## config.mk

```make
export PLATFORM = sky130hd
export DESIGN_NAME = gregorian_days_between_dates
export DESIGN_NICKNAME = d
export VERILOG_FILES = /design/src/rtl/gdbd_pkg.sv /design/src/rtl/gdbd_day_num.sv /design/src/rtl/gdbd_diff.sv /design/src/rtl/gregorian_days_between_dates.sv
export SDC_FILE = /design/constraint.sdc
export NUM_CORES = 1
export LEC_CHECK = 0
export BUFFER_PORTS_ARGS = -buffer_cell sky130_fd_sc_hd__buf_2
export CAP_MARGIN = 20
export CORE_ASPECT_RATIO = 1.75
export CORE_MARGIN = 2
export CORE_UTILIZATION = 55
export DETAILED_ROUTE_END_ITERATION = 8
export GPL_TIMING_DRIVEN = 0
export PLACE_DENSITY = 0.72
export SLEW_MARGIN = 25
export SYNTH_ARGS = -nofsm -noshare
export SYNTH_HDL_FRONTEND = slang
export SYNTH_SLANG_ARGS = --single-unit
```

## constraint.sdc

```tcl
create_clock -name i_clk -period 17.7 [get_ports i_clk]
set_clock_uncertainty 0.15 [all_clocks]
set_input_delay 3.54 -clock i_clk [delete_from_list [all_inputs] [get_ports i_clk]]
set_output_delay 3.54 -clock i_clk [all_outputs]
set_load 0.005 [all_outputs]
```

## src/rtl/gdbd_pkg.sv

```systemverilog
// ----------------------------------------------------------------------------
// gdbd_pkg
// Shared types, constants and the month offset table for the Gregorian
// date difference block.
// ----------------------------------------------------------------------------
package gdbd_pkg;

    // Field widths
    localparam int DAY_W   = 5;
    localparam int MON_W   = 4;
    localparam int YEAR_W  = 14;
    localparam int DNUM_W  = 23;   // day number of any year 0..16383
    localparam int DAYS_W  = 22;   // elapsed days result
    localparam int CORR_W  = 13;   // leap day count plus month correction

    // Saturation value of the result
    localparam logic [DAYS_W-1:0] DAYS_MAX = {DAYS_W{1'b1}};

    // Reciprocal of 25 scaled by 2^17, exact for dividends below 4121
    localparam int          RECIP_SHIFT = 17;
    localparam logic [12:0] RECIP25     = 13'd5243;

    // Months
    localparam logic [MON_W-1:0] MON_JAN = 4'd1;
    localparam logic [MON_W-1:0] MON_FEB = 4'd2;
    localparam logic [MON_W-1:0] MON_DEC = 4'd12;

    // Load enables of the three day number stages
    typedef struct packed {
        logic s1;
        logic s2;
        logic s3;
    } t_stage_en;

    // Days before the first of the month in a common year
    function automatic logic [8:0] month_start(input logic [MON_W-1:0] mon);
        logic [8:0] days;
        case (mon)
            4'd1:    days = 9'd0;
            4'd2:    days = 9'd31;
            4'd3:    days = 9'd59;
            4'd4:    days = 9'd90;
            4'd5:    days = 9'd120;
            4'd6:    days = 9'd151;
            4'd7:    days = 9'd181;
            4'd8:    days = 9'd212;
            4'd9:    days = 9'd243;
            4'd10:   days = 9'd273;
            4'd11:   days = 9'd304;
            4'd12:   days = 9'd334;
            default: days = 9'd0;
        endcase
        return days;
    endfunction

endpackage

```

## src/rtl/gdbd_day_num.sv

```systemverilog
// ----------------------------------------------------------------------------
// gdbd_day_num
// Three stage pipeline turning one date into a linear day number counted
// from the first of January of year 0.
// ----------------------------------------------------------------------------
module gdbd_day_num (
    input  logic                              i_clk,
    input  gdbd_pkg::t_stage_en               i_en,
    input  logic [gdbd_pkg::DAY_W-1:0]        i_day,
    input  logic [gdbd_pkg::MON_W-1:0]        i_month,
    input  logic [gdbd_pkg::YEAR_W-1:0]       i_year,
    output logic [gdbd_pkg::DNUM_W-1:0]       o_day_num
);
    import gdbd_pkg::*;

    // ---- stage 1: clamp month, divide year by 100 and 400 ----
    logic [MON_W-1:0]  w_mon;
    logic [11:0]       w_q4;
    logic [9:0]        w_q16;
    logic [24:0]       w_prod100;
    logic [22:0]       w_prod400;

    logic [DAY_W-1:0]  r_day;
    logic [MON_W-1:0]  r_month;
    logic [YEAR_W-1:0] r_year;
    logic [7:0]        r_f100;
    logic [5:0]        r_f400;

    always_comb begin
        if (i_month < MON_JAN) begin
            w_mon = MON_JAN;
        end else if (i_month > MON_DEC) begin
            w_mon = MON_DEC;
        end else begin
            w_mon = i_month;
        end
        // y/100 = (y/4)/25 and y/400 = (y/16)/25
        w_q4      = i_year[YEAR_W-1:2];
        w_q16     = i_year[YEAR_W-1:4];
        w_prod100 = 25'(w_q4) * 25'(RECIP25);
        w_prod400 = 23'(w_q16) * 23'(RECIP25);
    end

    always_ff @(posedge i_clk) begin
        if (i_en.s1) begin
            r_day   <= i_day;
            r_month <= w_mon;
            r_year  <= i_year;
            r_f100  <= w_prod100[RECIP_SHIFT +: 8];
            r_f400  <= w_prod400[RECIP_SHIFT +: 6];
        end
    end

    // ---- stage 2: leap tests, leap day count, year and month base ----
    logic              w_z4;
    logic              w_z100;
    logic              w_z400;
    logic              w_leap;
    logic [CORR_W-1:0] w_c4;
    logic [8:0]        w_c100;
    logic [6:0]        w_c400;
    logic [CORR_W-1:0] n_corr;
    logic [DNUM_W-1:0] n_base;

    logic [CORR_W-1:0] r_corr;
    logic [DNUM_W-1:0] r_base;

    always_comb begin
        w_z4   = (r_year[1:0] == 2'd0);
        w_z100 = ((15'(r_f100) * 15'd100) == 15'(r_year));
        w_z400 = ((15'(r_f400) * 15'd400) == 15'(r_year));
        w_leap = (w_z4 && !w_z100) || w_z400;
        // rounded-up quotients count the leap years before this year
        w_c4   = 13'(r_year[YEAR_W-1:2]) + 13'(!w_z4);
        w_c100 = 9'(r_f100) + 9'(!w_z100);
        w_c400 = 7'(r_f400) + 7'(!w_z400);
        n_corr = w_c4 - 13'(w_c100) + 13'(w_c400)
               + 13'(w_leap && (r_month > MON_FEB));
        n_base = 23'(r_year) * 23'd365 + 23'(month_start(r_month)) + 23'(r_day);
    end

    always_ff @(posedge i_clk) begin
        if (i_en.s2) begin
            r_corr <= n_corr;
            r_base <= n_base;
        end
    end

    // ---- stage 3: final day number ----
    logic [DNUM_W-1:0] r_day_num;

    always_ff @(posedge i_clk) begin
        if (i_en.s3) begin
            r_day_num <= r_base + 23'(r_corr);
        end
    end

    assign o_day_num = r_day_num;

endmodule

```

## src/rtl/gdbd_diff.sv

```systemverilog
// ----------------------------------------------------------------------------
// gdbd_diff
// Output stage: order check, subtraction and saturation of the two day
// numbers into the result register.
// ----------------------------------------------------------------------------
module gdbd_diff (
    input  logic                          i_clk,
    input  logic                          i_en,
    input  logic [gdbd_pkg::DNUM_W-1:0]   i_start_num,
    input  logic [gdbd_pkg::DNUM_W-1:0]   i_end_num,
    output logic [gdbd_pkg::DAYS_W-1:0]   o_elapsed_days,
    output logic                          o_order_error
);
    import gdbd_pkg::*;

    logic              w_err;
    logic [DNUM_W-1:0] w_diff;
    logic [DAYS_W-1:0] n_days;

    logic [DAYS_W-1:0] r_days;
    logic              r_err;

    // start after end gives zero, long spans saturate
    always_comb begin
        w_err  = (i_start_num > i_end_num);
        w_diff = i_end_num - i_start_num;
        if (w_err) begin
            n_days = '0;
        end else if (w_diff[DNUM_W-1]) begin
            n_days = DAYS_MAX;
        end else begin
            n_days = w_diff[DAYS_W-1:0];
        end
    end

    always_ff @(posedge i_clk) begin
        if (i_en) begin
            r_days <= n_days;
            r_err  <= w_err;
        end
    end

    assign o_elapsed_days = r_days;
    assign o_order_error  = r_err;

endmodule

```

## src/rtl/gregorian_days_between_dates.sv

```systemverilog
// ----------------------------------------------------------------------------
// gregorian_days_between_dates
// Days elapsed between two proleptic Gregorian dates, fully pipelined.
// ----------------------------------------------------------------------------
// Usage:
//   Input channel (i_in_valid / o_in_ready) carries one request: a start
//   date and an end date. Output channel (o_out_valid / i_out_ready)
//   returns the elapsed day count and an order error flag, which is set
//   with a zero count when the start date lies after the end date.
//   From acceptance to o_out_valid a request passes three stages per date
//   (month clamp and divide by 100/400, leap count and year/month base,
//   final sum) and one difference stage.
//   Throughput is one request per cycle while the receiver does not stall;
//   both dates go through their own day number pipeline side by side.
//   Each stage holds a valid bit and loads when it is empty or when the
//   stage after it moves, so bubbles are squeezed out. When the receiver
//   stalls, requests pile up until all four stages are full, then
//   o_in_ready drops; nothing is lost or repeated.
//   Reset (synchronous, active low) clears all valid bits; the pipeline
//   comes out of reset empty and ready.
// ----------------------------------------------------------------------------
module gregorian_days_between_dates (
    input  logic                           i_clk,
    input  logic                           i_rst_n,
    input  logic                           i_in_valid,
    output logic                           o_in_ready,
    input  logic [gdbd_pkg::DAY_W-1:0]     i_start_day,
    input  logic [gdbd_pkg::MON_W-1:0]     i_start_month,
    input  logic [gdbd_pkg::YEAR_W-1:0]    i_start_year,
    input  logic [gdbd_pkg::DAY_W-1:0]     i_end_day,
    input  logic [gdbd_pkg::MON_W-1:0]     i_end_month,
    input  logic [gdbd_pkg::YEAR_W-1:0]    i_end_year,
    output logic                           o_out_valid,
    input  logic                           i_out_ready,
    output logic [gdbd_pkg::DAYS_W-1:0]    o_elapsed_days,
    output logic                           o_order_error
);
    import gdbd_pkg::*;

    logic      r_v1, r_v2, r_v3, r_v4;
    logic      w_en1, w_en2, w_en3, w_en4;
    t_stage_en w_stage_en;

    logic [DNUM_W-1:0] w_start_num;
    logic [DNUM_W-1:0] w_end_num;

    // stage load enables: a stage moves when empty or when its successor moves
    always_comb begin
        w_en4         = !r_v4 || i_out_ready;
        w_en3         = !r_v3 || w_en4;
        w_en2         = !r_v2 || w_en3;
        w_en1         = !r_v1 || w_en2;
        w_stage_en.s1 = w_en1;
        w_stage_en.s2 = w_en2;
        w_stage_en.s3 = w_en3;
    end

    assign o_in_ready = w_en1;

    // valid bits travel with the data
    always_ff @(posedge i_clk) begin
        if (!i_rst_n) begin
            r_v1 <= 1'b0;
            r_v2 <= 1'b0;
            r_v3 <= 1'b0;
            r_v4 <= 1'b0;
        end else begin
            if (w_en1) r_v1 <= i_in_valid;
            if (w_en2) r_v2 <= r_v1;
            if (w_en3) r_v3 <= r_v2;
            if (w_en4) r_v4 <= r_v3;
        end
    end

    gdbd_day_num u_start_num (
        .i_clk     (i_clk),
        .i_en      (w_stage_en),
        .i_day     (i_start_day),
        .i_month   (i_start_month),
        .i_year    (i_start_year),
        .o_day_num (w_start_num)
    );

    gdbd_day_num u_end_num (
        .i_clk     (i_clk),
        .i_en      (w_stage_en),
        .i_day     (i_end_day),
        .i_month   (i_end_month),
        .i_year    (i_end_year),
        .o_day_num (w_end_num)
    );

    gdbd_diff u_diff (
        .i_clk          (i_clk),
        .i_en           (w_en4),
        .i_start_num    (w_start_num),
        .i_end_num      (w_end_num),
        .o_elapsed_days (o_elapsed_days),
        .o_order_error  (o_order_error)
    );

    assign o_out_valid = r_v4;

endmodule

```

# After elaboration in Yosys (flattened, before gate mapping)
# Memories as Yosys holds them, arrays and structs flattened.
# Index checks and enable logic that the tools add are counted.
[totals] register_bits=219 romBits=288 output_inout_bits=25 wordCells=93 mem_count=2
[memory_table] name="(name not given)" depth=16 width=9 rd=1 rd_ports_with_merged_regs=0 wr=0 line="gdbd_pkg.sv:38" rtl="case (mon)"
[memory_table] name="(name not given)" depth=16 width=9 rd=1 rd_ports_with_merged_regs=0 wr=0 line="gdbd_pkg.sv:38"
[op_classes] addsub=19 n_mul=10 n_lt_le_gt_ge=7 eq_ne=4 n_mux=3 n_reduce_logical=24
[ops] op="== test 15 x 14 -> 1 bit" n=4
[ops] op="multiplier 12 x 13 -> 25 bit (second input constant)" n=2
[ops] op="adder 23 x 13 -> 23 bit" n=2
[ops] op="adder 23 x 5 -> 23 bit" n=2
[ops] op="adder 23 x 9 -> 23 bit" n=2
[ops] op="multiplier 10 x 13 -> 23 bit (second input constant)" n=2
[ops] op="multiplier 14 x 9 -> 23 bit (second input constant)" n=2
[ops] op="adder 12 x 1 -> 13 bit" n=2
[ops] op="adder 13 x 1 -> 13 bit" n=2
[ops] op="adder 13 x 7 -> 13 bit" n=2
[ops] op="multiplier 8 x 5 -> 13 bit (second input constant)" n=2
[ops] op="subtractor 13 x 9 -> 13 bit" n=2
[ops] op="greater-than comparator 23 bit" n=1
[ops] op="subtractor 23 bit" n=1
[ops] op="multiplier 6 x 5 -> 11 bit (second input constant)" n=2
[ops] op="2-to-1 mux 22 bit" n=1
[ops] op="adder 8 x 1 -> 9 bit" n=2
[ops] op="adder 6 x 1 -> 7 bit" n=2
[ops] op="zero test 1 bit" n=10
[ops] op="greater-than comparator 4 x 2 -> 1 bit (second input constant)" n=2
[ops] op="greater-than comparator 4 bit (second input constant)" n=2
[ops] op="less-than comparator 4 x 1 -> 1 bit (second input constant)" n=2
[ops] op="2-to-1 mux 4 bit" n=2
[ops] op="logical OR 1 bit" n=6
[ops] op="other kinds (3)" n=8

# Depth between registers and ports, before layout
[depth] depth_word=7 mapped_depth=28 depth_no_buf=28

# Modules after synthesis
# Synthesis repeated with hierarchy kept, for this count alone.
[unflattened] hier_cells=2657 hier_area_um2=28043.1
[by_module_without_submodules] module="gdbd_day_num (u_end_num)" instances=1 cells_per_inst=1181 area_each_um2=12764.7
[by_module_without_submodules] module="gdbd_day_num (u_start_num)" instances=1 cells_per_inst=1182 area_each_um2=12692.2
[by_module_without_submodules] module="gdbd_diff" instances=1 cells_per_inst=277 area_each_um2=2422.3
[by_module_without_submodules] module="gregorian_days_between_dates" instances=1 cells_per_inst=17 area_each_um2=163.9

# Least setup slack after synthesis
# Ideal clock, no wire load.
[synth_path] kind="input to output" from="input i_out_ready" to="output o_in_ready" arrival_ps=5425 required_ps=14010 path_slack_ps=8585 path_stages=3 path_buffers=0 path_cell_list="nor2b_1 and3_1 nand2_1"
[synth_via] elab_chain_len=4
[synth_lines] item="start, declared" line="gregorian_days_between_dates.sv:34" rtl="input logic i_out_ready,"
[synth_lines] item="logical OR 1 bit" line="gregorian_days_between_dates.sv:49" rtl="w_en4 = !r_v4 || i_out_ready;"
[synth_lines] item="logical OR 1 bit" line="gregorian_days_between_dates.sv:50" rtl="w_en3 = !r_v3 || w_en4;"
[synth_lines] item="logical OR 1 bit" line="gregorian_days_between_dates.sv:51" rtl="w_en2 = !r_v2 || w_en3;"
[synth_lines] item="logical OR 1 bit" line="gregorian_days_between_dates.sv:52" rtl="w_en1 = !r_v1 || w_en2;"
[synth_lines] item="end, declared" line="gregorian_days_between_dates.sv:26" rtl="output logic o_in_ready,"
# No other way between the ends.

# Worst setup path in the final report
# Ends and elaborated chain as after synthesis.

==> impl_metrics.yaml <==
run_status:
  outcome: "finished clean"
cells_and_area:
  post_route_cells_drive_above_1_share_pct: 5.74
  syn_to_final_growth_pct: 7.04
  layout.nets: 3565
  number_of_diodes: 0
job:
  timing.max_cap.violations: 0
timing:
  worst_slew_pin_slew_ns: 0.871
  final.period_utilization_pct: 50.0
  period_needed_ns: 8.85
  achievable-frequency_ghz: 0.113
  number_of_hold_slack_violations_in_the_final_timing_report: 0
  final-setup-viol-count: 0
  max_slew_margin_pct: 40.4
  timing.final.max_slew_violations: 0
  final.setup.tns_ns: 0
  grt_setup_unrepaired: "false"
worst_setup_path:
  critical_path.cell_chain: "buf_2, nor2b_1, and3_1, nand2_4, buf_16, buf_2"
  cp_max_fo: 55
  criticalPathCategory: "in2out"
  worst_path_largest_cell_delay_ns: 0.38
  critical_path.most_common_cell: "sky130_fd_sc_hd__buf_2"
  critical_path_cell_count: 6
  reg2regPathDepth: 27
  crit_path_top_delay_cell: "sky130_fd_sc_hd__and3_1"
  cp.buffers_inverters: 3
  worst-endpoint-required_ns: 14.01
  cp_top_family: "simple AND/OR/NAND/NOR gates"
  critPathLaunchType: "primary input"
  cp.arrival_ns: 5.16
  timing.critical_path.to_type: "output pin"
global_route:
  grt_most_used_layer: "met2"
  global_route.usage.met1_pct: 21.6
  grt_overflow_total: 0
  track_usage_pct: 22.6
  grt_first_pass_wirelength_mm: 94.3
  grt.met2_usage_pct: 46.7
  largest_net_degree_at_the_start_of_global_routing: 65
  use_met3_pct: 1.48
  via_count_of_the_first_global_routing_pass: 20171
  antenna_found_initial: 0
cts:
  cts.htree.levels: 1
  cts_hold_repair.buffers: 0
  post_cts.repair.setup_buffers: 0
  path_clk_slew_ns: 0.07
  clock-root-buffer: "sky130_fd_sc_hd__clkbuf_16"
  cts_sinks: 219
  clock_latency_ns: 0.54
  total_cts_buffers: 21
  cts_repair_resize_count: 0
  clockBufferDepth: 3
  tritoncts: "built"
floorplan:
  ios: 75
  floorplan.die_area_um2: 51700
  floorplan.rows: 108
  die_w_um: 173
  core_area_um2: 49500
  initial_core_util_pct: 55.4
  die_y_um: 299
synthesis:
  synthesis.area_per_instance_um2: 10.6
  synth_top_family_by_area: "adder cells"
  seq_total_area_yosys_pct: 23.9
  ys_ff_latch: 219
  synth_largest_area_cell: "sky130_fd_sc_hd__ha_1"
  synth.area.mux_share_pct: 0.589
  yosys.area_share.xor_xnor_pct: 6.27
  post_synth_inst_count: 2584
  netlist_area_before_placement_um2: 27400
  synthSimpleGateAreaFrac_pct: 6.48
  ys_top_cells_by_area: "sky130_fd_sc_hd__ha_1 (27%), sky130_fd_sc_hd__edfxtp_1 (24%), sky130_fd_sc_hd__fa_1 (18%), sky130_fd_sc_hd__inv_1 (7.5%), sky130_fd_sc_hd__xnor2_1 (4.0%)"
  count_of_synthesis_stage_warnings_from_yosys: 0
  synth_enable_flop_cells: 215
  synth_ff_type: "sky130_fd_sc_hd__edfxtp_1"
  synth_fp_nets: 3465
  synth_compound_area_share_pct: 10.0
  share_of_synthesized_registers_carrying_an_async_set_or_reset_pct: 0
  synth_largest_type_area_fraction_pct: 26.5
  synth_fa_ha_area_share_pct: 44.9
  yosys.cell_types.count: 81
drt:
  post_drt_wl_per_cell_um: 16.8
  drc_errors: 0
  routed-via-count: 18351
  drt_iter0_markers: 609
  ant_nets: 0
  dr.pass1.iters: 5
  postRouteWirelength_mm: 56.4
  vias_per_cell: 5.46
hold_path:
  hold_depth: 2
  timing.hold.worst.class: "reg2reg"
placement:
  post-dp-hpwl_mm: 48.9
  gpl_congestion: 0.919
  place.port_buffers: 74
final timing paths:
check | start | to | slack [ns]
min | r_v2$_SDFFE_PN0P_ | r_v3$_SDFFE_PN0P_ | 0.36
max reg2reg | u_start_num.r_f100[1]$_DFFE_PP_ | u_start_num.r_corr[11]$_DFFE_PP_ | 10.27
max | i_out_ready | o_in_ready | 8.85
min reg2reg | r_v2$_SDFFE_PN0P_ | r_v3$_SDFFE_PN0P_ | 0.36
registers in the layout, indices dropped and copies added, names as in the netlist, 8 cells and up:
name and flops:
u_diff.o_elapsed_days 22, u_start_num.r_year 14, u_start_num.r_f100 8, u_end_num.r_f100 8, u_start_num.r_corr 13, u_end_num.r_corr 13, u_start_num.o_day_num 23, u_start_num.r_base 23
u_end_num.r_base 23, u_end_num.o_day_num 23, u_end_num.r_year 14
stage by stage:
stage / setup slack, ns / utilization, % / cells / area (µm²) / hold WS, ns
4_1_cts: 8.83 / 59.3 / 3359 / 29300 / 0.351
3_3_place_gp: 7.30 / 57.8 / 3318 / 28600 / 0.310
2_1_floorplan: 8.59 / - / 2584 / 27400 / 0.301
3_5_place_dp: 8.36 / 58.0 / 3321 / 28700 / 0.331
5_1_grt: 8.71 / 59.3 / 3359 / 29300 / 0.401
6_report: 8.85 / 59.3 / 3359 / 29300 / 0.355
cell usage after synthesis, drive strengths merged (35+ instances only):
cell type  number
nor2           71
o21ai          78
a21o           48
fa            251
nand3          37
o21a           47
nor3           35
a21oi         106
xor2           71
xnor2         125
ha            580
edfxtp        215
nand2          62
inv           546
per-layer routing:
metal	part of all wire, %	vias up	wire length, µm
met1	34	8933	19400
met4	6.0	0	3370
li1	-	8979	-
met5	0	-	0
met3	1.9	164	1080
met2	58	275	32500
cell usage in the layout, fill, tap and decap left out, types with 19 or more instances in the layout:
cell type                     n
sky130_fd_sc_hd__fa_1       251
sky130_fd_sc_hd__buf_2       76
sky130_fd_sc_hd__nor2_1      71
sky130_fd_sc_hd__xnor2_1    125
sky130_fd_sc_hd__nor3_1      35
sky130_fd_sc_hd__edfxtp_1   215
sky130_fd_sc_hd__xor2_1      71
sky130_fd_sc_hd__nand4_1     19
sky130_fd_sc_hd__o21a_1      47
sky130_fd_sc_hd__o21ai_0     75
sky130_fd_sc_hd__clkbuf_1    22
sky130_fd_sc_hd__a21oi_1    105
sky130_fd_sc_hd__ha_1       580
sky130_fd_sc_hd__nand2_1     60
sky130_fd_sc_hd__nand3_1     37
sky130_fd_sc_hd__clkbuf_16   21
sky130_fd_sc_hd__nor2b_1     28
sky130_fd_sc_hd__inv_1      545
sky130_fd_sc_hd__and3_1      19
sky130_fd_sc_hd__a21o_1      48
kinds of logic (layout without fill, tap and decap cells):
group | Yosys count | count (layout)
AOI/OAI and AO/OA | 408 | 408
xor gates and xnor gates | 196 | 196
adders and majority gates | 831 | 831
buffers and inverters | 573 | 688
DFF | 219 | 219
muxes | 13 | 13
and+or+nand+nor | 344 | 344
layout make-up:
| cell class | instances | area (µm²) |
|---|---|---|
| timing repair buffer | 77 | 445 |
| fill | 4183 | 20100 |
| multi-input combinational | 1792 | 18700 |
| sequential | 219 | 6540 |
| buffer | 27 | 126 |
| tap | 660 | 826 |
| clock buffer | 23 | 533 |
| inverter | 546 | 2050 |
| clock inverter | 15 | 110 |
worst reg2reg max path, cell delays in order, from the launching register on:
cell	delay [ns]
sky130_fd_sc_hd__edfxtp_1	0.52
sky130_fd_sc_hd__ha_1	0.36
sky130_fd_sc_hd__ha_1	0.29
sky130_fd_sc_hd__ha_1	0.31
sky130_fd_sc_hd__ha_1	0.29
sky130_fd_sc_hd__a21o_1	0.19
sky130_fd_sc_hd__a21o_1	0.20
sky130_fd_sc_hd__a21o_1	0.19
sky130_fd_sc_hd__a2111o_1	0.41
sky130_fd_sc_hd__o311a_1	0.13
sky130_fd_sc_hd__xnor2_1	0.17
sky130_fd_sc_hd__a31o_2	0.29
sky130_fd_sc_hd__a21bo_2	0.21
sky130_fd_sc_hd__fa_1	0.47
sky130_fd_sc_hd__fa_1	0.42
sky130_fd_sc_hd__fa_1	0.48
sky130_fd_sc_hd__inv_1	0.07
sky130_fd_sc_hd__ha_1	0.16
sky130_fd_sc_hd__inv_1	0.06
sky130_fd_sc_hd__fa_1	0.45
sky130_fd_sc_hd__nor2b_1	0.12
sky130_fd_sc_hd__o21ai_0	0.10
sky130_fd_sc_hd__a21boi_0	0.26
sky130_fd_sc_hd__o21ai_0	0.14
sky130_fd_sc_hd__a21boi_0	0.27
sky130_fd_sc_hd__o21a_1	0.20
sky130_fd_sc_hd__o21a_1	0.14
sky130_fd_sc_hd__o311ai_0	0.13
Power is not shown: default switching activity piles up to over one toggle a cycle in this logic, so the estimate is an artifact.
